==> src/salwc_pkg.sv <==
`timescale 1ns / 1ps

package salwc_pkg;

    // build-time geometry
    localparam int MAX_SET_BITS = 6;
    localparam int WAYS         = 8;
    localparam int ADDR_BITS    = 48;

    localparam int SETS  = 1 << MAX_SET_BITS;
    localparam int SET_W = (MAX_SET_BITS > 0) ? MAX_SET_BITS : 1;
    localparam int SB_W  = (MAX_SET_BITS > 0) ? $clog2(MAX_SET_BITS + 1) : 1;
    localparam int WAY_W = (WAYS > 1) ? $clog2(WAYS) : 1;
    localparam int TAG_W = ADDR_BITS;

    // fixed field widths
    localparam int TIME_W         = 32;
    localparam int CNT_W          = 48;
    localparam int MAX_BLOCK_BITS = 32;
    localparam int BYTES_W        = MAX_BLOCK_BITS + 1;
    localparam int SET_CFG_W      = 3;
    localparam int BLOCK_CFG_W    = 6;
    localparam int WAYS_CFG_W     = 4;
    localparam int CFG_DATA_W     = 6;
    localparam int CFG_IDX_W      = 2;

    // register indexes
    localparam logic [CFG_IDX_W-1:0] CFG_SET_BITS    = CFG_IDX_W'(0);
    localparam logic [CFG_IDX_W-1:0] CFG_BLOCK_BITS  = CFG_IDX_W'(1);
    localparam logic [CFG_IDX_W-1:0] CFG_WAYS_IN_USE = CFG_IDX_W'(2);

    localparam logic [SET_CFG_W-1:0]   SET_BITS_RST   = SET_CFG_W'(0);
    localparam logic [BLOCK_CFG_W-1:0] BLOCK_BITS_RST = BLOCK_CFG_W'(4);
    localparam logic [WAYS_CFG_W-1:0]  WAYS_RST       = WAYS_CFG_W'(1);

    localparam logic [CNT_W-1:0] CNT_MAX = {CNT_W{1'b1}};

    typedef enum logic [2:0] {
        ST_IDLE,
        ST_SPLIT,
        ST_READ,
        ST_SCAN,
        ST_EVICT,
        ST_COMMIT,
        ST_RESP
    } state_t;

    // one set of the cache, all ways side by side
    typedef struct packed {
        logic [WAYS-1:0][TAG_W-1:0]  tag;
        logic [WAYS-1:0][TIME_W-1:0] last_use;
        logic [WAYS-1:0]             valid;
        logic [WAYS-1:0]             dirty;
    } row_t;

    typedef struct packed {
        logic clear;
        logic step;
    } scan_ctl_t;

    typedef struct packed {
        logic             done;
        logic             hit;
        logic             evict;
        logic             way_dirty;
        logic [WAY_W-1:0] way;
    } scan_res_t;

    typedef struct packed {
        logic               evict_step;
        logic               commit_step;
        logic               hit;
        logic               evict;
        logic               dirty_evict;
        logic               add_dirty;
        logic [BYTES_W-1:0] bytes;
    } stats_cmd_t;

    typedef struct packed {
        logic [CNT_W-1:0] hits;
        logic [CNT_W-1:0] misses;
        logic [CNT_W-1:0] evictions;
        logic [CNT_W-1:0] dirty_held;
        logic [CNT_W-1:0] dirty_evicted;
    } stats_t;

endpackage

==> src/salwc_scan.sv <==
`timescale 1ns / 1ps

module salwc_scan
    import salwc_pkg::*;
(
    input  logic             clk,
    input  logic             rst_n,
    input  scan_ctl_t        ctl,
    input  row_t             row,
    input  logic [TAG_W-1:0] tag,
    input  logic [WAY_W-1:0] last_way,
    output scan_res_t        res
);

    logic [WAY_W-1:0]  way_reg, way_next;
    logic              hit_reg, hit_next;
    logic              free_reg, free_next;
    logic [WAY_W-1:0]  victim_reg, victim_next;
    logic [TIME_W-1:0] min_reg, min_next;

    logic              cur_valid;
    logic              cur_match;
    logic              cur_older;
    logic [TIME_W-1:0] cur_time;

    // one way per cycle through the shared tag and age comparators
    assign cur_valid = row.valid[way_reg];
    assign cur_time  = row.last_use[way_reg];
    assign cur_match = cur_valid && (row.tag[way_reg] == tag);
    assign cur_older = (way_reg == '0) || (cur_time < min_reg);

    always_comb
    begin
        way_next    = way_reg;
        hit_next    = hit_reg;
        free_next   = free_reg;
        victim_next = victim_reg;
        min_next    = min_reg;
        if (ctl.clear)
        begin
            way_next    = '0;
            hit_next    = 1'b0;
            free_next   = 1'b0;
            victim_next = '0;
        end
        else if (ctl.step)
        begin
            way_next = way_reg + WAY_W'(1);
            if (cur_match)
            begin
                hit_next    = 1'b1;
                victim_next = way_reg;
            end
            else if (!cur_valid && !free_reg)
            begin
                free_next   = 1'b1;
                victim_next = way_reg;
            end
            else if (!free_reg && cur_older)
            begin
                victim_next = way_reg;
                min_next    = cur_time;
            end
        end
    end

    always_ff @(posedge clk or negedge rst_n)
    begin
        if (!rst_n)
        begin
            way_reg  <= '0;
            hit_reg  <= 1'b0;
            free_reg <= 1'b0;
        end
        else
        begin
            way_reg  <= way_next;
            hit_reg  <= hit_next;
            free_reg <= free_next;
        end
    end

    always_ff @(posedge clk)
    begin
        victim_reg <= victim_next;
        min_reg    <= min_next;
    end

    assign res.done      = ctl.step && (cur_match || (way_reg == last_way));
    assign res.hit       = hit_reg;
    assign res.evict     = !hit_reg && !free_reg;
    assign res.way_dirty = row.dirty[victim_reg];
    assign res.way       = victim_reg;

endmodule

==> config.mk <==
export PLATFORM = sky130hd
export DESIGN_NAME = salwc_scan
export DESIGN_NICKNAME = d
export VERILOG_FILES = /design/src/salwc_pkg.sv /design/src/salwc_scan.sv
export SDC_FILE = /design/constraint.sdc
export NUM_CORES = 1
export LEC_CHECK = 0
export ABC_AREA = 1
export BUFFER_PORTS_ARGS = -buffer_cell sky130_fd_sc_hd__clkbuf_2
export CORE_AREA = 3 3 276 278
export DETAILED_ROUTE_END_ITERATION = 8
export DIE_AREA = 0 0 279 281
export PLACE_DENSITY = 0.43
export RECOVER_POWER = 25
export SLEW_MARGIN = 20
export SYNTH_ARGS = -nofsm -noshare
export SYNTH_HDL_FRONTEND = slang
export SYNTH_SLANG_ARGS = --single-unit
export TNS_END_PERCENT = 100
==> constraint.sdc <==
create_clock -name clk -period 5.6 [get_ports clk]
set_input_delay 1.4 -clock clk [delete_from_list [all_inputs] [get_ports clk]]
set_output_delay 1.4 -clock clk [all_outputs]
set_load 0.03 [all_outputs]
==> results.cfg, run 1 <==
[sta]
tns_ns = 0
worst_pin_slew_ns = 0.8337
relSlewSlack_pct = 44.42
holdWs_ns = 0.5422
grt_setup_unrepaired = false
slew_violations = 0
finalSetupViolations = 0
finalCriticalPeriod_ns = 5.244
finalCritPeriodShare_pct = 93.65
fmaxAchievable_ghz = 0.1907
timing_hold_violations_final = 0
skew_ns = 0.003961

[pwr]
power.share.clock_pct = 14.8
power_switching_uw = 943.1
p_sw_share_pct = 48.06
combPwrFrac_pct = 66.4
p_total_uw = 1963
power_leakage_uw = 0.007014
powerDensity_nw_per_um2 = 142.7
seq_power_share_pct = 18.8
vdd_drop_max_uv = 107.4
p_int_uw = 1019

[layout]
synthToLayoutAreaGrowth_pct = 54.74
nNetsFinal = 3092
post-route-cell-area_um2 = 13760
mostFrequentLayoutCells = clkbuf_2, nor2_1, o21ai_0
layout_commonest_cell = clkbuf_2
fin_util_pct = 18.54
drive_above_1_share_pct = 33.01
largest_reg_flops = 32

[synth]
ys_seq_elements = 40
avgSynthCellArea_um2 = 5.211
yosysTopAreaCell = nor2_1
syn-instance-count = 1706
ys_types = 39
synth-async-reset-ratio_pct = 12.50
ys.warnings.count = 0
synth_fp_nets = 2450
synth_top_area_share_pct = 23.77
synthFlopType = edfxtp_1
synth.cell_area_um2 = 8890
synth_area_leaders = nor2_1, o21ai_0, nand2_1
synth-edff-count = 32
ys_seq_area_share_pct = 12.89

[clocking]
cts_max_level = 2
cts_max_path_buffers = 2
cts_buffers = 5
clk_pin_slew_ns = 0.07
cts_tree = done
root_buffer = clkbuf_16
clk_latency_ns = 0.29
tritoncts_num_sinks = 40

[run_status]
outcome = finished, final reports clean

[placed_design]
dp_hpwl_um = 54590
place.gp.congestion = 0.8867
placed_area_um2 = 13610
port_buffers = 717

[global_routing]
grt.overflow.total = 0
grt_pass1_vias = 13489
groute.usage.overall_pct = 15.45
grt_pass1_wl_um = 88930
antenna_found_initial = 12
grt_max_degree = 103

[critical_path]
startpoint_type = flop
slowest_delay_ns = 0.65
rr_startpoint = way_reg[0]$_DFFE_PN0P_
reg2reg_depth = 15
cp_data_arrival_time_ns = 3.84
startpoint = way_reg[0]$_DFFE_PN0P_
crit_type = flop to output pin
r2r_slack_ns = 0.91
end_kind = output pin
worstPathRequired_ns = 4.20
path_cells = clkinv_8 -> buf_4 -> o21ai_0 -> o21ai_0 -> o21ai_1 -> xor2_1 -> nand2_1 -> nor3_1 -> nand4_1 -> nor2_1 -> nand3_1 -> buf_4 -> nand2_1 -> clkbuf_2
cp-endpoint = res[6]
slowest_stage = dfrtp_4
crit_path_max_fanout = 73
reg2reg_to = min_reg[26]$_DFFE_PP_

[drt]
routedWlPerCell_um = 19.46
vias_per_cell = 4.154
drt_iter0_markers = 716
drc = 0
routed-via-count = 13788
drtAntennaViolNets = 0
routed_wl_um = 64590
dr.pass1.iters = 5

[floorplanning]
die_height_um = 281
core_um2 = 74200
dieWidth_um = 279
pin_count = 718
num_rows = 100
initial_core_util_pct = 11.98
dieArea_um2 = 78400

[min_path]
min_path_type = flop to flop

[run]
maxCapViolCount = 0
## how the worst min path moves through the flow
stage                                            end                  startpoint  cells past startpoint  slack [ns]
after floorplan                  hit_reg$_DFFE_PN0P_         hit_reg$_DFFE_PN0P_                      2        0.51
after global placement    victim_reg[2]$_SDFFE_PP0P_  victim_reg[2]$_SDFFE_PP0P_                      2        0.54
after detailed placement  victim_reg[2]$_SDFFE_PP0P_  victim_reg[2]$_SDFFE_PP0P_                      2        0.54
after CTS                 victim_reg[2]$_SDFFE_PP0P_  victim_reg[2]$_SDFFE_PP0P_                      2        0.55
after global routing      victim_reg[1]$_SDFFE_PP0P_  victim_reg[1]$_SDFFE_PP0P_                      2        0.61
final                     victim_reg[2]$_SDFFE_PP0P_  victim_reg[2]$_SDFFE_PP0P_                      2        0.54
## timing repair
item / in CTS / in global routing
buffers inserted: 0 / 1
gates resized for setup: 0 / 1
hold buffers: 0 / 0
endpoints found under the hold margin: 0 / 0
endpoints found under the setup margin: 0 / 1
## critical path: cells and delay by family, from the launching register on
| family | cells | cell delay (ns) |
|---|---|---|
| XOR/XNOR | 1 | 0.23 |
| buffers and inverters | 4 | 1.11 |
| flip-flops | 1 | 0.65 |
| AND/OR/NAND/NOR | 6 | 0.68 |
| AO/OA/AOI/OAI | 3 | 0.80 |
## cells in the mapped netlist, types with 2 or more instances
| cell type | number |
|---|---|
| a211oi_1 | 3 |
| a21o_1 | 11 |
| a21oi_1 | 22 |
| a31oi_1 | 32 |
| buf_1 | 10 |
| buf_2 | 42 |
| buf_4 | 8 |
| buf_6 | 2 |
| clkbuf_1 | 66 |
| dfrtp_1 | 5 |
| dfxtp_1 | 3 |
| edfxtp_1 | 32 |
| ha_1 | 33 |
| inv_1 | 71 |
| inv_2 | 2 |
| nand2_1 | 262 |
| nand3_1 | 49 |
| nand3b_1 | 8 |
| nand4_1 | 13 |
| nor2_1 | 563 |
| nor3_1 | 6 |
| nor3b_1 | 3 |
| nor4_1 | 3 |
| o211ai_1 | 26 |
| o21ai_0 | 292 |
| o21ai_1 | 60 |
| o221ai_1 | 2 |
| o22ai_1 | 55 |
| o32ai_1 | 2 |
| xor2_1 | 11 |
## power groups by stage
stage | sequential [µW] | clock, µW | combinational (µW)
final | 368 | 291 | 1300
after global routing | 371 | 318 | 1470
after CTS | 369 | 309 | 1330
after detailed placement | 375 | 0 | 1320
after global placement | 375 | 0 | 1330
after floorplan | 369 | 0 | 690
## per-layer routing
layer	global-route usage (%)	vias up	wire, µm
met3	3.456	81	4679
met5	0	-	105
li1	-	7014	-
met1	18.96	6105	27280
met2	27.06	570	30760
met4	4.364	18	1768
## final cells by class
class / instances / area [µm²]
Tap cell: 969 / 1212
Sequential cell: 40 / 1157
Clock buffer: 5 / 125.1
Antenna cell: 2 / 5.005
Multi-Input combinational cell: 1464 / 6899
Fill cell: 8809 / 60440
Clock inverter: 2 / 12.51
Timing Repair Buffer: 763 / 4046
Inverter: 74 / 297.8
## cells by family after synthesis
logic type               synth area share [%]
multiplexers                           0.1267
AO/OA/AOI/OAI                           31.37
XOR/XNOR                                1.182
adder cells (fa/ha/maj)                 4.645
buffers and inverters                   9.627
AND/OR/NAND/NOR                         40.16
flip-flops                              12.89
## per-stage QoR
| stage | cells | worst slack (ns) |
|---|---|---|
| global route | 3318 | 0.07995 |
| global placement | 3309 | 0.5788 |
| finish | 3319 | 0.3557 |
| CTS | 3316 | 0.3108 |
| floorplan | 1706 | 0.9775 |
| detailed placement | 3309 | 0.5409 |
No activity file was read; power rests on OpenSTA's default activity.
==> inputs of run 2 (changes only) <==
Settings changed: PLACE_DENSITY 0.43 to unset, PLACE_DENSITY_LB_ADDON set to 0.05.
==> run 2 against run 1 <==
- sequential power hardly changed
- critical path type unchanged
- register-to-register slack worse by 0.30 ns
- setup slack better by 0.0060 ns
- via count is 2.0% higher
- design area is 0.41% lower
==> results.cfg, run 2 (synthesis gave the netlist of run 1 again) <==
[clocking]
clk_latency_ns = 0.29
cts_buffers = 5
postCtsSetupBuffers = 0
hold_buffers = 0
cts_tree = done
root_buffer = clkbuf_16
clk_pin_slew_ns = 0.07
cts_max_path_buffers = 2
cts_resized = 0
cts_max_level = 2
tritoncts_num_sinks = 40

[floorplanning]
num_rows = 100
die_height_um = 281
dieWidth_um = 279
dieArea_um2 = 78400
initial_core_util_pct = 11.98
pin_count = 718
core_um2 = 74200

[global_routing]
groute.usage.overall_pct = 17.41
antenna_found_initial = 29
grt_max_degree = 104
grt.overflow.total = 0
grt_pass1_vias = 14338
grt_pass1_wl_um = 100300

[sta]
skew_ns = 0.009613
fmaxAchievable_ghz = 0.1909
relSlewSlack_pct = 29.15
finalCriticalPeriod_ns = 5.238
slew_violations = 0
worst_pin_slew_ns = 1.063
finalSetupViolations = 0
finalCritPeriodShare_pct = 93.54
tns_ns = 0
timing_hold_violations_final = 0
grt_setup_unrepaired = false

[pwr]
p_int_uw = 1009
p_sw_share_pct = 48.47
seq_power_share_pct = 18.8
powerDensity_nw_per_um2 = 143.0
power_switching_uw = 949.5
combPwrFrac_pct = 66.1
power_leakage_uw = 0.006962
power.share.clock_pct = 15.1
vdd_drop_max_uv = 95.18

[critical_path]
crit_type = flop to output pin
r2r_slack_ns = 0.61
cpMostUsedCell = nand2_1
critical_path.top_delay_family = simple AND/OR/NAND/NOR gates
crit_path_max_fanout = 89
startpoint_type = flop
cp_data_arrival_time_ns = 3.84
end_kind = output pin
worst-path-buf-inv = 3
slowest_stage = dfrtp_4
path_cells = inv_8 -> buf_4 -> nor2_1 -> o211ai_1 -> nand2_1 -> nand2_1 -> nand2_1 -> nor4_1 -> nand4_1 -> nor2_1 -> nand3_1 -> nand2_1 -> clkbuf_2
worstPathRequired_ns = 4.20
slowest_delay_ns = 0.64

[layout]
post-route-cell-area_um2 = 13700
mostFrequentLayoutCells = clkbuf_2, nor2_1, o21ai_0
layout_commonest_cell = clkbuf_2
largest_reg_flops = 32
synthToLayoutAreaGrowth_pct = 54.10
nNetsFinal = 3082
drive_above_1_share_pct = 32.62

[drt]
vias_per_cell = 4.231
drtAntennaViolNets = 0
routed_wl_um = 72280
dr.pass1.iters = 5
drt_iter0_markers = 697
drc = 0
routedWlPerCell_um = 21.74
routed-via-count = 14069

[run]
maxCapViolCount = 0

[min_path]
min_path_type = flop to flop

[run_status]
outcome = finished, final reports clean

[placed_design]
placed_area_um2 = 13530
place.gp.congestion = 0.8830
port_buffers = 717
dp_hpwl_um = 60720
[run 2: cell types whose count changed in the layout (fill, tap and decap cells not counted), moves of 2 or more]
cell / before / now
buf_4: 34 / 26
clkbuf_2: 713 / 711
dfrtp_4: 3 / 1
diode_2: 2 / 17
[run 2: cell type report]
type / instances / area (µm²)
multi-input cells: 1464 / 6899
clock inverters: 3 / 18.77
well taps: 969 / 1212
flip-flops and latches: 40 / 1151
inverters: 74 / 290.3
repair buffers: 753 / 3960
diodes: 17 / 42.54
clock buffers: 5 / 125.1
fillers: 8823 / 60500
[run 2: power groups by stage]
stage	logic [µW]	registers [µW]	clock network, µW
after floorplan	690	369	0
after global placement	1330	377	0
after detailed placement	1320	378	0
after CTS	1330	371	313
after global routing	1470	372	322
final	1300	369	295
[run 2: stage by stage]
step	instances	util, %	hold slack, ns	setup slack [ns]	power [µW]
after floorplan	1706	-	0.5059	0.9775	1059
after global placement	3300	18.23	0.5416	0.4676	1703
after detailed placement	3300	18.23	0.5414	0.3962	1700
after CTS	3308	18.43	0.5498	0.2804	2012
after global routing	3325	18.46	0.5721	0.02353	2161
final	3325	18.46	0.5348	0.3616	1959
[run 2: worst reg2reg max path: stages, from the launching register on]
cell and delay [ns]:
dfrtp_4 0.64, inv_8 0.46, buf_12 0.31, clkbuf_1 0.86, o21ai_0 0.25, a31oi_1 0.38
ha_1 0.32, a21oi_1 0.15, nor2_1 0.05, a211oi_1 0.21, o221ai_1 0.16, a21oi_1 0.14
nand2_1 0.09, nand2_1 0.06, nand2_1 0.10, nor3b_4 0.22, buf_12 0.24
[run 2: metal layers]
| metal | track usage [%] | part of all wire (%) | vias up |
|---|---|---|---|
| met3 | 3.788 | 5.6 | 72 |
| met1 | 21.31 | 43 | 6491 |
| li1 | - | - | 7018 |
| met5 | 0 | 0.16 | - |
| met2 | 31.31 | 50 | 470 |
| met4 | 3.529 | 1.4 | 18 |
[run 2: final timing paths]
| check | start | end | cells after the start |
|---|---|---|---|
| max | way_reg[0]$_DFFE_PN0P_ | res[6] | 13 |
| min | victim_reg[2]$_SDFFE_PP0P_ | victim_reg[2]$_SDFFE_PP0P_ | 2 |
| max reg2reg | way_reg[0]$_DFFE_PN0P_ | min_reg[6]$_DFFE_PP_ | 16 |
| min reg2reg | victim_reg[2]$_SDFFE_PP0P_ | victim_reg[2]$_SDFFE_PP0P_ | 2 |
| max in group asynchronous | rst_n | way_reg[0]$_DFFE_PN0P_ | 1 |
| min in group asynchronous | rst_n | way_reg[1]$_DFFE_PN0P_ | 1 |
